`src/mfu_pkg.sv`:
```
// Shared types and constants of the message file unpacker.
package mfu_pkg;

	localparam logic [7:0] CARRIAGE_RETURN = 8'h0D;
	localparam logic [7:0] FIRST_PRINTABLE = 8'd32;
	// Control byte b maps to the letter b - 1 + 'A'.
	localparam logic [7:0] LETTER_OFFSET   = 8'd64;
	localparam logic [7:0] CH_QUOTE        = 8'h22;
	localparam logic [7:0] CH_NEWLINE      = 8'h0A;
	localparam logic [7:0] CH_AMP          = 8'h26;
	localparam logic [3:0] CH_DIGIT_HI     = 4'h3;

	localparam int RESULT_LIMIT = 10;
	localparam int CNT_W        = $clog2(RESULT_LIMIT);

	// Segments of output that one input byte can cause, in emission order.
	typedef struct packed {
		logic close1;
		logic num;
		logic amp;
		logic oq;
		logic copy;
		logic warn;
		logic close2;
	} plan_t;

	typedef enum logic [3:0] {
		ST_IDLE,
		ST_C1_Q,
		ST_C1_NL,
		ST_DIGIT,
		ST_NUM_Q,
		ST_AMP,
		ST_LETTER,
		ST_OPEN_Q,
		ST_COPY,
		ST_WARN,
		ST_C2_Q,
		ST_C2_NL
	} state_t;

	typedef enum logic [2:0] {
		SYM_QUOTE,
		SYM_NEWLINE,
		SYM_AMP,
		SYM_LETTER,
		SYM_DIGIT,
		SYM_BYTE,
		SYM_WARN
	} sym_t;

	typedef struct packed {
		logic accept;
		logic emit;
		logic last;
		sym_t sym;
	} cmd_t;

	typedef struct packed {
		plan_t plan;
		logic  out_free;
		logic  idx_zero;
		logic  limit_hit;
	} status_t;

endpackage

```
`src/mfu_ctrl.sv`:
```
// Sequencer that walks the output segments of one request.
module mfu_ctrl (
	input  logic              clk,
	input  logic              arst_n,
	input  logic              s_tvalid,
	output logic              s_tready,
	input  mfu_pkg::status_t  status,
	output mfu_pkg::cmd_t     cmd
);

	mfu_pkg::state_t state_q, state_d, adv_state;
	mfu_pkg::plan_t  rem_q, rem_d, adv_rem;

	function automatic mfu_pkg::state_t first_seg(input mfu_pkg::plan_t p);
		mfu_pkg::state_t s;
		s = mfu_pkg::ST_IDLE;
		if (p.close1)      s = mfu_pkg::ST_C1_Q;
		else if (p.num)    s = mfu_pkg::ST_DIGIT;
		else if (p.amp)    s = mfu_pkg::ST_AMP;
		else if (p.oq)     s = mfu_pkg::ST_OPEN_Q;
		else if (p.copy)   s = mfu_pkg::ST_COPY;
		else if (p.warn)   s = mfu_pkg::ST_WARN;
		else if (p.close2) s = mfu_pkg::ST_C2_Q;
		return s;
	endfunction

	always_ff @(posedge clk or negedge arst_n) begin
		if (!arst_n) begin
			state_q <= mfu_pkg::ST_IDLE;
			rem_q   <= '0;
		end else begin
			state_q <= state_d;
			rem_q   <= rem_d;
		end
	end

	// Next state: where the sequence goes once the current character is sent.
	always_comb begin
		adv_rem   = rem_q;
		adv_state = state_q;
		unique case (state_q)
			mfu_pkg::ST_IDLE:   adv_state = mfu_pkg::ST_IDLE;
			mfu_pkg::ST_C1_Q:   adv_state = mfu_pkg::ST_C1_NL;
			mfu_pkg::ST_C1_NL: begin
				adv_rem.close1 = 1'b0;
				adv_state      = first_seg(adv_rem);
			end
			mfu_pkg::ST_DIGIT: begin
				if (status.idx_zero) adv_state = mfu_pkg::ST_NUM_Q;
			end
			mfu_pkg::ST_NUM_Q: begin
				adv_rem.num = 1'b0;
				adv_state   = first_seg(adv_rem);
			end
			mfu_pkg::ST_AMP:    adv_state = mfu_pkg::ST_LETTER;
			mfu_pkg::ST_LETTER: begin
				adv_rem.amp = 1'b0;
				adv_state   = first_seg(adv_rem);
			end
			mfu_pkg::ST_OPEN_Q: begin
				adv_rem.oq = 1'b0;
				adv_state  = first_seg(adv_rem);
			end
			mfu_pkg::ST_COPY: begin
				adv_rem.copy = 1'b0;
				adv_state    = first_seg(adv_rem);
			end
			mfu_pkg::ST_WARN: begin
				adv_rem.warn = 1'b0;
				adv_state    = first_seg(adv_rem);
			end
			mfu_pkg::ST_C2_Q:   adv_state = mfu_pkg::ST_C2_NL;
			mfu_pkg::ST_C2_NL: begin
				adv_rem.close2 = 1'b0;
				adv_state      = first_seg(adv_rem);
			end
			default:            adv_state = mfu_pkg::ST_IDLE;
		endcase
		// Characters past the result limit are dropped.
		if (status.limit_hit) begin
			adv_state = mfu_pkg::ST_IDLE;
			adv_rem   = '0;
		end

		state_d = state_q;
		rem_d   = rem_q;
		if (state_q == mfu_pkg::ST_IDLE) begin
			if (s_tvalid) begin
				state_d = first_seg(status.plan);
				rem_d   = status.plan;
			end
		end else if (status.out_free) begin
			state_d = adv_state;
			rem_d   = adv_rem;
		end
	end

	// Outputs: handshake and the character to load.
	always_comb begin
		s_tready   = (state_q == mfu_pkg::ST_IDLE);
		cmd.accept = s_tready && s_tvalid;
		cmd.emit   = (state_q != mfu_pkg::ST_IDLE) && status.out_free;
		cmd.last   = (adv_state == mfu_pkg::ST_IDLE);
		unique case (state_q)
			mfu_pkg::ST_C1_Q,
			mfu_pkg::ST_NUM_Q,
			mfu_pkg::ST_OPEN_Q,
			mfu_pkg::ST_C2_Q:   cmd.sym = mfu_pkg::SYM_QUOTE;
			mfu_pkg::ST_C1_NL,
			mfu_pkg::ST_C2_NL:  cmd.sym = mfu_pkg::SYM_NEWLINE;
			mfu_pkg::ST_DIGIT:  cmd.sym = mfu_pkg::SYM_DIGIT;
			mfu_pkg::ST_AMP:    cmd.sym = mfu_pkg::SYM_AMP;
			mfu_pkg::ST_LETTER: cmd.sym = mfu_pkg::SYM_LETTER;
			mfu_pkg::ST_WARN:   cmd.sym = mfu_pkg::SYM_WARN;
			default:            cmd.sym = mfu_pkg::SYM_BYTE;
		endcase
	end

endmodule

```
`src/mfu_datapath.sv`:
```
// Section flags, message number counter, segment planning and output register.
module mfu_datapath #(
	parameter int NUMBER_DIGITS = 5
) (
	input  logic              clk,
	input  logic              arst_n,
	input  logic [7:0]        s_tdata,
	input  logic              s_tlast,
	output logic              m_tvalid,
	input  logic              m_tready,
	output logic [7:0]        m_tdata,
	output logic [0:0]        m_tuser,
	output logic              m_tlast,
	input  mfu_pkg::cmd_t     cmd,
	output mfu_pkg::status_t  status
);

	localparam int IDX_W = (NUMBER_DIGITS > 1) ? $clog2(NUMBER_DIGITS) : 1;

	logic                     err_q, mopen_q, lopen_q;
	logic                     err_d, mopen_d, lopen_d;
	logic [3:0]               digits_q [NUMBER_DIGITS];
	logic [3:0]               digits_inc [NUMBER_DIGITS];
	logic [7:0]               byte_q;
	logic                     fin_q, num_q;
	logic [IDX_W-1:0]         idx_q, top_idx;
	logic [mfu_pkg::CNT_W-1:0] cnt_q;
	logic                     m_tvalid_q, m_tlast_q, warn_q;
	logic [7:0]               m_tdata_q, char_d;
	mfu_pkg::plan_t           plan;
	logic                     lt32, is_cr, is_ctl, open_eff;

	// Plan the segments for the byte on the input and the flags it leaves.
	always_comb begin
		lt32     = s_tdata < mfu_pkg::FIRST_PRINTABLE;
		is_cr    = s_tdata == mfu_pkg::CARRIAGE_RETURN;
		is_ctl   = lt32 && (s_tdata != 8'd0);
		open_eff = mopen_q && !lt32;
		plan     = '0;
		err_d    = err_q;
		mopen_d  = mopen_q;
		lopen_d  = lopen_q;
		if (!err_q) begin
			plan.close1 = mopen_q && lt32;
			plan.copy   = open_eff;
			mopen_d     = open_eff;
			if (!open_eff) begin
				if (is_cr) begin
					err_d = 1'b1;
				end else if (is_ctl) begin
					plan.amp = 1'b1;
					plan.oq  = 1'b1;
					mopen_d  = 1'b1;
				end else begin
					plan.warn = 1'b1;
				end
			end
		end else begin
			plan.num    = !lopen_q;
			plan.close2 = is_cr;
			lopen_d     = !is_cr;
			plan.copy   = !lt32;
			plan.amp    = is_ctl && !is_cr;
		end
		if (s_tlast) begin
			plan.close2 = plan.close2 || mopen_d || lopen_d;
			err_d       = 1'b0;
			mopen_d     = 1'b0;
			lopen_d     = 1'b0;
		end
	end

	// Most significant nonzero digit; a value of zero still shows one digit.
	always_comb begin
		top_idx = '0;
		for (int i = 1; i < NUMBER_DIGITS; i++) begin
			if (digits_q[i] != 4'd0) top_idx = IDX_W'(i);
		end
	end

	// BCD increment, wrapping from all nines to zero.
	always_comb begin
		logic carry;
		carry = 1'b1;
		for (int i = 0; i < NUMBER_DIGITS; i++) begin
			digits_inc[i] = digits_q[i];
			if (carry) begin
				if (digits_q[i] >= 4'd9) begin
					digits_inc[i] = 4'd0;
				end else begin
					digits_inc[i] = digits_q[i] + 4'd1;
					carry         = 1'b0;
				end
			end
		end
	end

	always_comb begin
		case (cmd.sym)
			mfu_pkg::SYM_QUOTE:   char_d = mfu_pkg::CH_QUOTE;
			mfu_pkg::SYM_NEWLINE: char_d = mfu_pkg::CH_NEWLINE;
			mfu_pkg::SYM_AMP:     char_d = mfu_pkg::CH_AMP;
			mfu_pkg::SYM_LETTER:  char_d = byte_q + mfu_pkg::LETTER_OFFSET;
			mfu_pkg::SYM_DIGIT:   char_d = {mfu_pkg::CH_DIGIT_HI, digits_q[idx_q]};
			default:              char_d = byte_q;
		endcase
	end

	always_ff @(posedge clk or negedge arst_n) begin
		if (!arst_n) begin
			err_q   <= 1'b0;
			mopen_q <= 1'b0;
			lopen_q <= 1'b0;
			for (int i = 0; i < NUMBER_DIGITS; i++) begin
				digits_q[i] <= (i == 0) ? 4'd1 : 4'd0;
			end
			fin_q      <= 1'b0;
			num_q      <= 1'b0;
			idx_q      <= '0;
			cnt_q      <= '0;
			m_tvalid_q <= 1'b0;
		end else begin
			if (cmd.accept) begin
				err_q   <= err_d;
				mopen_q <= mopen_d;
				lopen_q <= lopen_d;
				fin_q   <= s_tlast;
				num_q   <= plan.num;
				idx_q   <= top_idx;
				cnt_q   <= '0;
				// A request with no output finishes at once.
				if (plan == '0 && s_tlast) begin
					for (int i = 0; i < NUMBER_DIGITS; i++) begin
						digits_q[i] <= (i == 0) ? 4'd1 : 4'd0;
					end
				end
			end
			if (cmd.emit) begin
				cnt_q <= cnt_q + 1'b1;
				if (cmd.sym == mfu_pkg::SYM_DIGIT && idx_q != '0) idx_q <= idx_q - 1'b1;
				// The number is shown before it counts up.
				if (cmd.last) begin
					if (fin_q) begin
						for (int i = 0; i < NUMBER_DIGITS; i++) begin
							digits_q[i] <= (i == 0) ? 4'd1 : 4'd0;
						end
					end else if (num_q) begin
						digits_q <= digits_inc;
					end
				end
			end
			if (cmd.emit) m_tvalid_q <= 1'b1;
			else if (m_tready) m_tvalid_q <= 1'b0;
		end
	end

	always_ff @(posedge clk) begin
		if (cmd.accept) byte_q <= s_tdata;
		if (cmd.emit) begin
			m_tdata_q <= char_d;
			warn_q    <= (cmd.sym == mfu_pkg::SYM_WARN);
			m_tlast_q <= cmd.last;
		end
	end

	assign m_tvalid = m_tvalid_q;
	assign m_tdata  = m_tdata_q;
	assign m_tuser  = warn_q;
	assign m_tlast  = m_tlast_q;

	assign status.plan      = plan;
	assign status.out_free  = !m_tvalid_q || m_tready;
	assign status.idx_zero  = (idx_q == '0);
	assign status.limit_hit = (cnt_q == mfu_pkg::CNT_W'(mfu_pkg::RESULT_LIMIT - 1));

endmodule

```
`src/message_file_unpacker.sv`:
```
// Top level of the message file unpacker.
//
//  channel  | dir | handshake          | tdata          | tuser    | tlast
//  ---------+-----+--------------------+----------------+----------+----------
//  s_       | in  | s_tvalid/s_tready  | data_byte      | -        | final_byte
//  m_       | out | m_tvalid/m_tready  | text_char      | warning  | run_end
//
// One byte is taken, then its 0 to 10 characters leave one per cycle, while the
// output is not stalled, from the output register; the sequencer sends them.
// A stalled output holds the sequencer; the input is ready only between bytes.
// Reset returns to the macro section with message number one.
module message_file_unpacker #(
	parameter int NUMBER_DIGITS = 5
) (
	input  logic       clk,
	input  logic       arst_n,
	input  logic       s_tvalid,
	output logic       s_tready,
	input  logic [7:0] s_tdata,   // [7:0] data_byte
	input  logic       s_tlast,
	output logic       m_tvalid,
	input  logic       m_tready,
	output logic [7:0] m_tdata,   // [7:0] text_char
	output logic [0:0] m_tuser,   // [0] warning
	output logic       m_tlast
);

	mfu_pkg::cmd_t    cmd;
	mfu_pkg::status_t status;

	mfu_ctrl u_ctrl (
		.clk      (clk),
		.arst_n   (arst_n),
		.s_tvalid (s_tvalid),
		.s_tready (s_tready),
		.status   (status),
		.cmd      (cmd)
	);

	mfu_datapath #(
		.NUMBER_DIGITS (NUMBER_DIGITS)
	) u_datapath (
		.clk      (clk),
		.arst_n   (arst_n),
		.s_tdata  (s_tdata),
		.s_tlast  (s_tlast),
		.m_tvalid (m_tvalid),
		.m_tready (m_tready),
		.m_tdata  (m_tdata),
		.m_tuser  (m_tuser),
		.m_tlast  (m_tlast),
		.cmd      (cmd),
		.status   (status)
	);

endmodule

```
`config.mk`:
```
export PLATFORM = sky130hd
export DESIGN_NAME = message_file_unpacker
export DESIGN_NICKNAME = d
export VERILOG_FILES = /design/src/mfu_pkg.sv /design/src/mfu_ctrl.sv /design/src/mfu_datapath.sv /design/src/message_file_unpacker.sv
export SDC_FILE = /design/constraint.sdc
export NUM_CORES = 1
export LEC_CHECK = 0
export ABC_AREA = 1
export BUFFER_PORTS_ARGS = -buffer_cell sky130_fd_sc_hd__buf_2
export CAP_MARGIN = 40
export CORE_ASPECT_RATIO = 0.5
export CORE_MARGIN = 2
export CORE_UTILIZATION = 62
export CTS_CLUSTER_DIAMETER = 150
export DETAILED_ROUTE_END_ITERATION = 10
export HOLD_SLACK_MARGIN = 0.12
export PLACE_DENSITY_LB_ADDON = 0.12
export RECOVER_POWER = 25
export SLEW_MARGIN = 10
export SYNTH_ARGS = -nofsm -noshare
export SYNTH_HDL_FRONTEND = slang
export SYNTH_SLANG_ARGS = --single-unit
```
`constraint.sdc`:
```
create_clock -name clk -period 3.19 [get_ports clk]
set_input_delay 0.319 -clock clk [delete_from_list [all_inputs] [get_ports clk]]
set_output_delay 0.319 -clock clk [all_outputs]
set_load 0.01 [all_outputs]
```
# After elaboration in Yosys (flattened, before gate mapping)
# Memory sizes are Yosys's and may differ from the RTL's.
# Cells that the tools add are included.
word_totals:
  register_bits: 62
  mem_bits_ro: 48
  inputBits: 13
  out_inout_bits: 12
  word_cells: 223
  memories: 1
memory_table:
  columns: ["memory", "depth", "word_bits", "rd", "rd_clocked_by_memory_dff", "wr", "line_no", "source"]
  rows:
  - ["(no name shown)", 16, 3, 1, 0, 0, "mfu_ctrl.sv:104", "unique case (state_q)"]
op_classes:
  add_sub_neg: 8
  magnitude_cmp: 7
  n_eq_ne: 23
  n_mux: 113
  n_bitwise: 1
  n_reduce_logical: 45
op_table:
  columns: ["op", "count"]
  rows:
  - ["4-bit 2-to-1 mux", 52]
  - ["20-bit 2-to-1 mux", 6]
  - ["4-bit one-hot mux with 11 select lines", 1]
  - ["8-bit one-hot mux with 5 select lines", 1]
  - ["1-bit 2-to-1 mux", 39]
  - ["7-bit 2-to-1 mux", 4]
  - ["4-bit by 1-bit adder with 4-bit output (second input constant)", 6]
  - ["4-bit >= comparator (second input constant)", 6]
  - ["3-bit nonzero test", 8]
  - ["3-bit AND reduction", 7]
  - ["4-bit equality test (second input constant)", 5]
  - ["5-bit != test (second input constant)", 4]
  - ["4-bit nonzero test", 5]
  - ["4-bit by 3-bit equality test with 1-bit output (second input constant)", 4]
  - ["4-bit binary-select mux with 3-bit select", 1]
  - ["3-bit 2-to-1 mux", 4]
  - ["2-bit 2-to-1 mux", 5]
  - ["8-bit by 7-bit adder with 8-bit output (second input constant)", 1]
  - ["4-bit by 2-bit equality test with 1-bit output (second input constant)", 2]
  - ["8-bit by 4-bit equality test with 1-bit output (second input constant)", 1]
  - ["1-bit logical AND", 8]
  - ["4-bit logical NOT", 2]
  - ["8-bit by 6-bit < comparator with 1-bit output (second input constant)", 1]
  - ["8-bit nonzero test", 1]
  - ["13 further kinds", 23]

# Depth between registers and ports, before layout
logic_depth:
  word_depth: 18
  ltp_mapped: 17
  ltp_nobuf: 16

# Cells and area by module
# From an unflattened synthesis, not the netlist that was laid out.
unflattened:
  cells_unflattened: 627
  area_unflattened_um2: 4530.6
by_module_without_submodules:
  columns: ["mod", "instances", "cells_each", "area_per_inst_um2"]
  rows:
  - ["mfu_datapath", 1, 422, 3318.2]
  - ["mfu_ctrl", 1, 205, 1212.4]

# Worst setup path before layout
# OpenSTA, ideal clock, no wires.
synth_path:
  path_kind: "reg-to-reg"
  startpoint: "register u_datapath.idx_q[0]"
  endpoint: "register u_datapath.digits_q[2] (netlist name)"
  setup_time_ns: 0.117
  t_arrival_ns: 2.166
  required_ns: 3.073
  path_slack_ns: 0.907
  stages_incl_launch_ff: 18
  n_path_buf: 2
  path_cell_list: "dfrtp_1 -> clkbuf_1 -> inv_1 -> clkbuf_1 -> ha_1 -> nand2_1 -> nand3_1 -> nand2_1 -> nor2_1 -> nand3_1 -> nand2_1 -> nand2_1 -> nor2_4 -> nand3_2 -> nand2_2 -> nand2_1 -> nand2_1 -> nand2_1"
synth_via:
  elab_chain_len: 7
  elab_cells_between_ends: 8
  classes_between: "eq/ne (1); mux (5); reduce/logical (2)"
synth_rtl:
  columns: ["item", "line_no", "source"]
  rows:
  - ["start, declared", "mfu_datapath.sv:26", "logic [IDX_W-1:0] idx_q, top_idx;"]
  - ["start signal, assigned", "mfu_datapath.sv:129", "idx_q <= top_idx;"]
  - ["start signal, assigned", "mfu_datapath.sv:140", "if (cmd.sym == mfu_pkg::SYM_DIGIT && idx_q != '0) idx_q <= idx_q - 1'b1;"]
  - ["3-bit logical NOT *", "mfu_datapath.sv:173", "assign status.idx_zero = (idx_q == '0);"]
  - ["4-bit 2-to-1 mux *", "mfu_ctrl.sv:49", "if (status.idx_zero) adv_state = mfu_pkg::ST_NUM_Q;"]
  - ["4-bit one-hot mux with 11 select lines *", "mfu_ctrl.sv:41", "unique case (state_q)"]
  - ["4-bit 2-to-1 mux *", "mfu_ctrl.sv:80", "if (status.limit_hit) begin"]
  - ["4-bit logical NOT *", "mfu_ctrl.sv:103", "cmd.last = (adv_state == mfu_pkg::ST_IDLE);"]
  - ["20-bit 2-to-1 mux", "mfu_datapath.sv:142", "if (cmd.last) begin"]
  - ["20-bit 2-to-1 mux", "mfu_datapath.sv:138", "if (cmd.emit) begin"]
  - ["end signal, assigned by index", "mfu_datapath.sv:134", "digits_q[i] <= (i == 0) ? 4'd1 : 4'd0;"]
  - ["end signal, assigned by index", "mfu_datapath.sv:145", "digits_q[i] <= (i == 0) ? 4'd1 : 4'd0;"]
  - ["end signal, assigned", "mfu_datapath.sv:148", "digits_q <= digits_inc;"]
  - ["end, declared", "mfu_datapath.sv:22", "logic [3:0] digits_q [NUMBER_DIGITS];"]
# Every way passes the cells marked *; elsewhere a longest branch is shown, timed or not.
# A chain may end at the register's enable or synchronous reset.

# Worst setup path in the final report
layout_path:
  startpoint: "register u_datapath.idx_q[0]"
  endpoint: "register u_datapath.digits_q[14] (netlist name)"
# Same word-level chain as after synthesis.

==> metrics.yaml <==
setup_viol: 0
rsz0062_at_grt: "false"
hold_class: "input port to flop"
crit_type: "flop to flop"
num_rows: 21
cp_slowest_stage_delay_ns: 0.46
grt_max_degree: 29
wl_met3_um: 841
maxUsedRoutingLayer: "met4"
hpwlAfterDp_um: 8876
cp_num_buf_inv: 2
synth.largest_area_cell: "dfrtp_1"
die_y_um: 64.44
slew_viol_final: 29
drv_cap: 1
antenna_found_initial: 0
avgSynthCellArea_sq_um: 6.770
fin_skew_ns: 0.005561
worst_slack_ns: 0.3623
fmax_ghz: 0.3536
pin_count: 25
clk_pin_slew_worst_paths_ns: 0.05
cts_buffers: 9
area_growth_pct: 11.77
worstMarginPinSlew_ns: 1.546
overflow: 0
h-tree-depth: 3
grtUsageTotal_pct: 31.66
route.vias.total: 4591
wl_per_cell_um: 15.23
grt_pass1_vias: 4088
ys_ff_latch: 62
violations: "capacitance limit, slew limit"
path_depth: 14
die_width_um: 124.9
cts_tree: "built"
met1_length_um: 5424
pre_cts_slack_ns: 0.4743
clock_path_buffers: 2
syn_nets: 705
cp-start-kind: "flop"
worstPathCellList: "inv_1 -> ha_1 -> nand2_1 -> nand3_1 -> nand2_1 -> nor2_1 -> nand3_1 -> nand2_1 -> nand2_1 -> nor2_4 -> nand4_1 -> inv_2 -> nand3_1 -> nand2_1"
cts.sinks: 62
drcViolationCount: 0
synth_area_sq_mm: 0.004529
port_buffers: 24
drive_gt1_share_pct: 6.383
nNetsFinal: 736
end_kind: "flop"
status: "finished, violations left"
cpMostUsedCell: "nand2_1"
nFillCells: 563
synth_warnings: 0
ys_types: 33
dieArea_sq_mm: 0.008047
fin_crit_sh_pct: 88.64
stdcell_count: 797
synth_cells: 669
worst_ep_arrival_time_ns: 3.09
first_iter_violations: 457
place.gp.congestion: 0.9836
dr.pass1.iters: 5
peakVddDrop_mv: 0.5061
drtAntennaViolNets: 0
path_max_fanout: 14
cts-root-buf: "clkbuf_16"
dr_wl_met2_um: 5619
cp_top_family: "simple AND/OR/NAND/NOR gates"
slowest_stage: "dfrtp_1"
n_antenna_cell: 0
cp.required_ns: 3.46
finalSetupTns_ns: 0
synth_area_leaders: "dfrtp_1 (24%), nand2_1 (16%), edfxtp_1 (12%)"
yosysSeqAreaShare_pct: 36.27
core-area_sq_mm: 0.006884
grt_pass1_wl_um: 20070
dpl.cell_count: 780
power.leakage_nw: 2.574
start_util_pct: 65.79
fin_hold_ws_ns: 0.1990
hold_viol: 0
slew_headroom_pct: -3.079
wl_um: 12140
min_path_cells: 2
yosysTopAreaCellShare_pct: 23.76
powerDensity_mw_per_mm2: 1009
min_period_ns: 2.828
via_per_inst: 5.760
insertion_delay_ns: 0.33
ff2ff_path_depth: 14
[metal layers]
metal / global-route usage (%) / vias up
li1: - / 2242
met1: 42.67 / 2134
met2: 51.98 / 189
met3: 5.780 / 26
met4: 12.08 / 0
met5: 0 / -
[metrics by stage]
step	power, W	instance area (sq um)	util, %
2_1_floorplan	0.003236	4529	-
3_3_place_gp	0.003929	4752	69.03
3_5_place_dp	0.003983	4772	69.32
4_1_cts	0.005040	5090	73.94
5_1_grt	0.005497	5062	73.54
6_report	0.005106	5062	73.54
[worst reg2reg max path: cells and delay by family (launching register included)]
kind	cells	cell delay, ns
DFF	1	0.46
buffers and inverters	2	0.66
and+or+nand+nor	11	1.43
adders and majority gates	1	0.21
[synthesized netlist by cell type]
master and n:
nand2_1 196, inv_1 99, o21ai_0 64, nor2_1 61
nand3_1 59, dfrtp_1 43, ha_1 23, edfxtp_1 18
a21oi_1 15, o22ai_1 13, nand4_1 11, a31oi_1 10
clkbuf_1 6, nor3_1 6, xnor2_1 6, xor2_1 6
buf_2 4, inv_2 4, o21ai_1 4, nor2_2 3
o211ai_1 3, o31ai_1 3, clkinv_1 2, a221o_1 1
a22oi_1 1, a31o_2 1, and2_1 1, and3_1 1
dfstp_2 1, nand2_2 1, nand3_2 1, nor2_4 1
o41ai_1 1
[cells in the final DEF, fill, tap and decap left out, types with 12 or more instances in the layout]
cell type	count
inv_1	99
nand2_1	196
nand3_1	59
o22ai_1	13
ha_1	23
o21ai_0	64
a21oi_1	15
edfxtp_1	18
clkbuf_1	12
dfrtp_1	43
nor2_1	61
buf_2	15
[flip-flops by register name, indices dropped and copies added (netlist names), 3 cells and up]
register and cells:
u_datapath.digits_q 20, u_datapath.byte_q 8, u_datapath.m_tdata 8, u_ctrl.rem_q 7, u_ctrl.state_q 4, u_datapath.cnt_q 4
u_datapath.idx_q 3
[final cells by class]
class / instances / area (sq um) / area share, %
inverters: 105 / 394.1 / 7.785
well taps: 92 / 115.1 / 2.274
multi-input cells: 492 / 2450 / 48.39
flip-flops and latches: 62 / 1643 / 32.45
repair buffers: 30 / 152.6 / 3.015
clock inverters: 5 / 75.07 / 1.483
clock buffers: 11 / 232.7 / 4.597
[repair_timing]
item,in CTS,in global routing
setup buffers,0,0
gates resized for setup,0,0
hold buffers,1,0
hold endpoints to repair,15,0
[cell families after synthesis]
kind of cell	Yosys count	synth area share [%]
buf+inv	115	9.641
xor+xnor	12	2.320
flops	62	36.27
fa+ha+maj	23	6.354
compound gates	116	14.12
simple gates	341	31.30
[where the power goes]
| part | switching, W | internal [W] | leakage, nW |
|---|---|---|---|
| combinational | 0.00189 | 0.000802 | 1.67 |
| sequential | 0.000265 | 0.00114 | 0.755 |
| clock | 0.000333 | 0.000679 | 0.153 |
[final timing paths]
check | startpoint | endpoint | slack, ns
max | u_datapath.idx_q[0] | u_datapath.digits_q[14] | 0.36
min | m_tready | u_datapath.m_tvalid | 0.20
max reg2reg | u_datapath.idx_q[0] | u_datapath.digits_q[14] | 0.36
min reg2reg | u_datapath.digits_q[7] | u_datapath.digits_q[7] | 0.52
max in group asynchronous | arst_n | u_ctrl.rem_q[5] | 0.58
min in group asynchronous | arst_n | u_datapath.digits_q[10] | 0.66
Power figures use the tool's default switching activity.
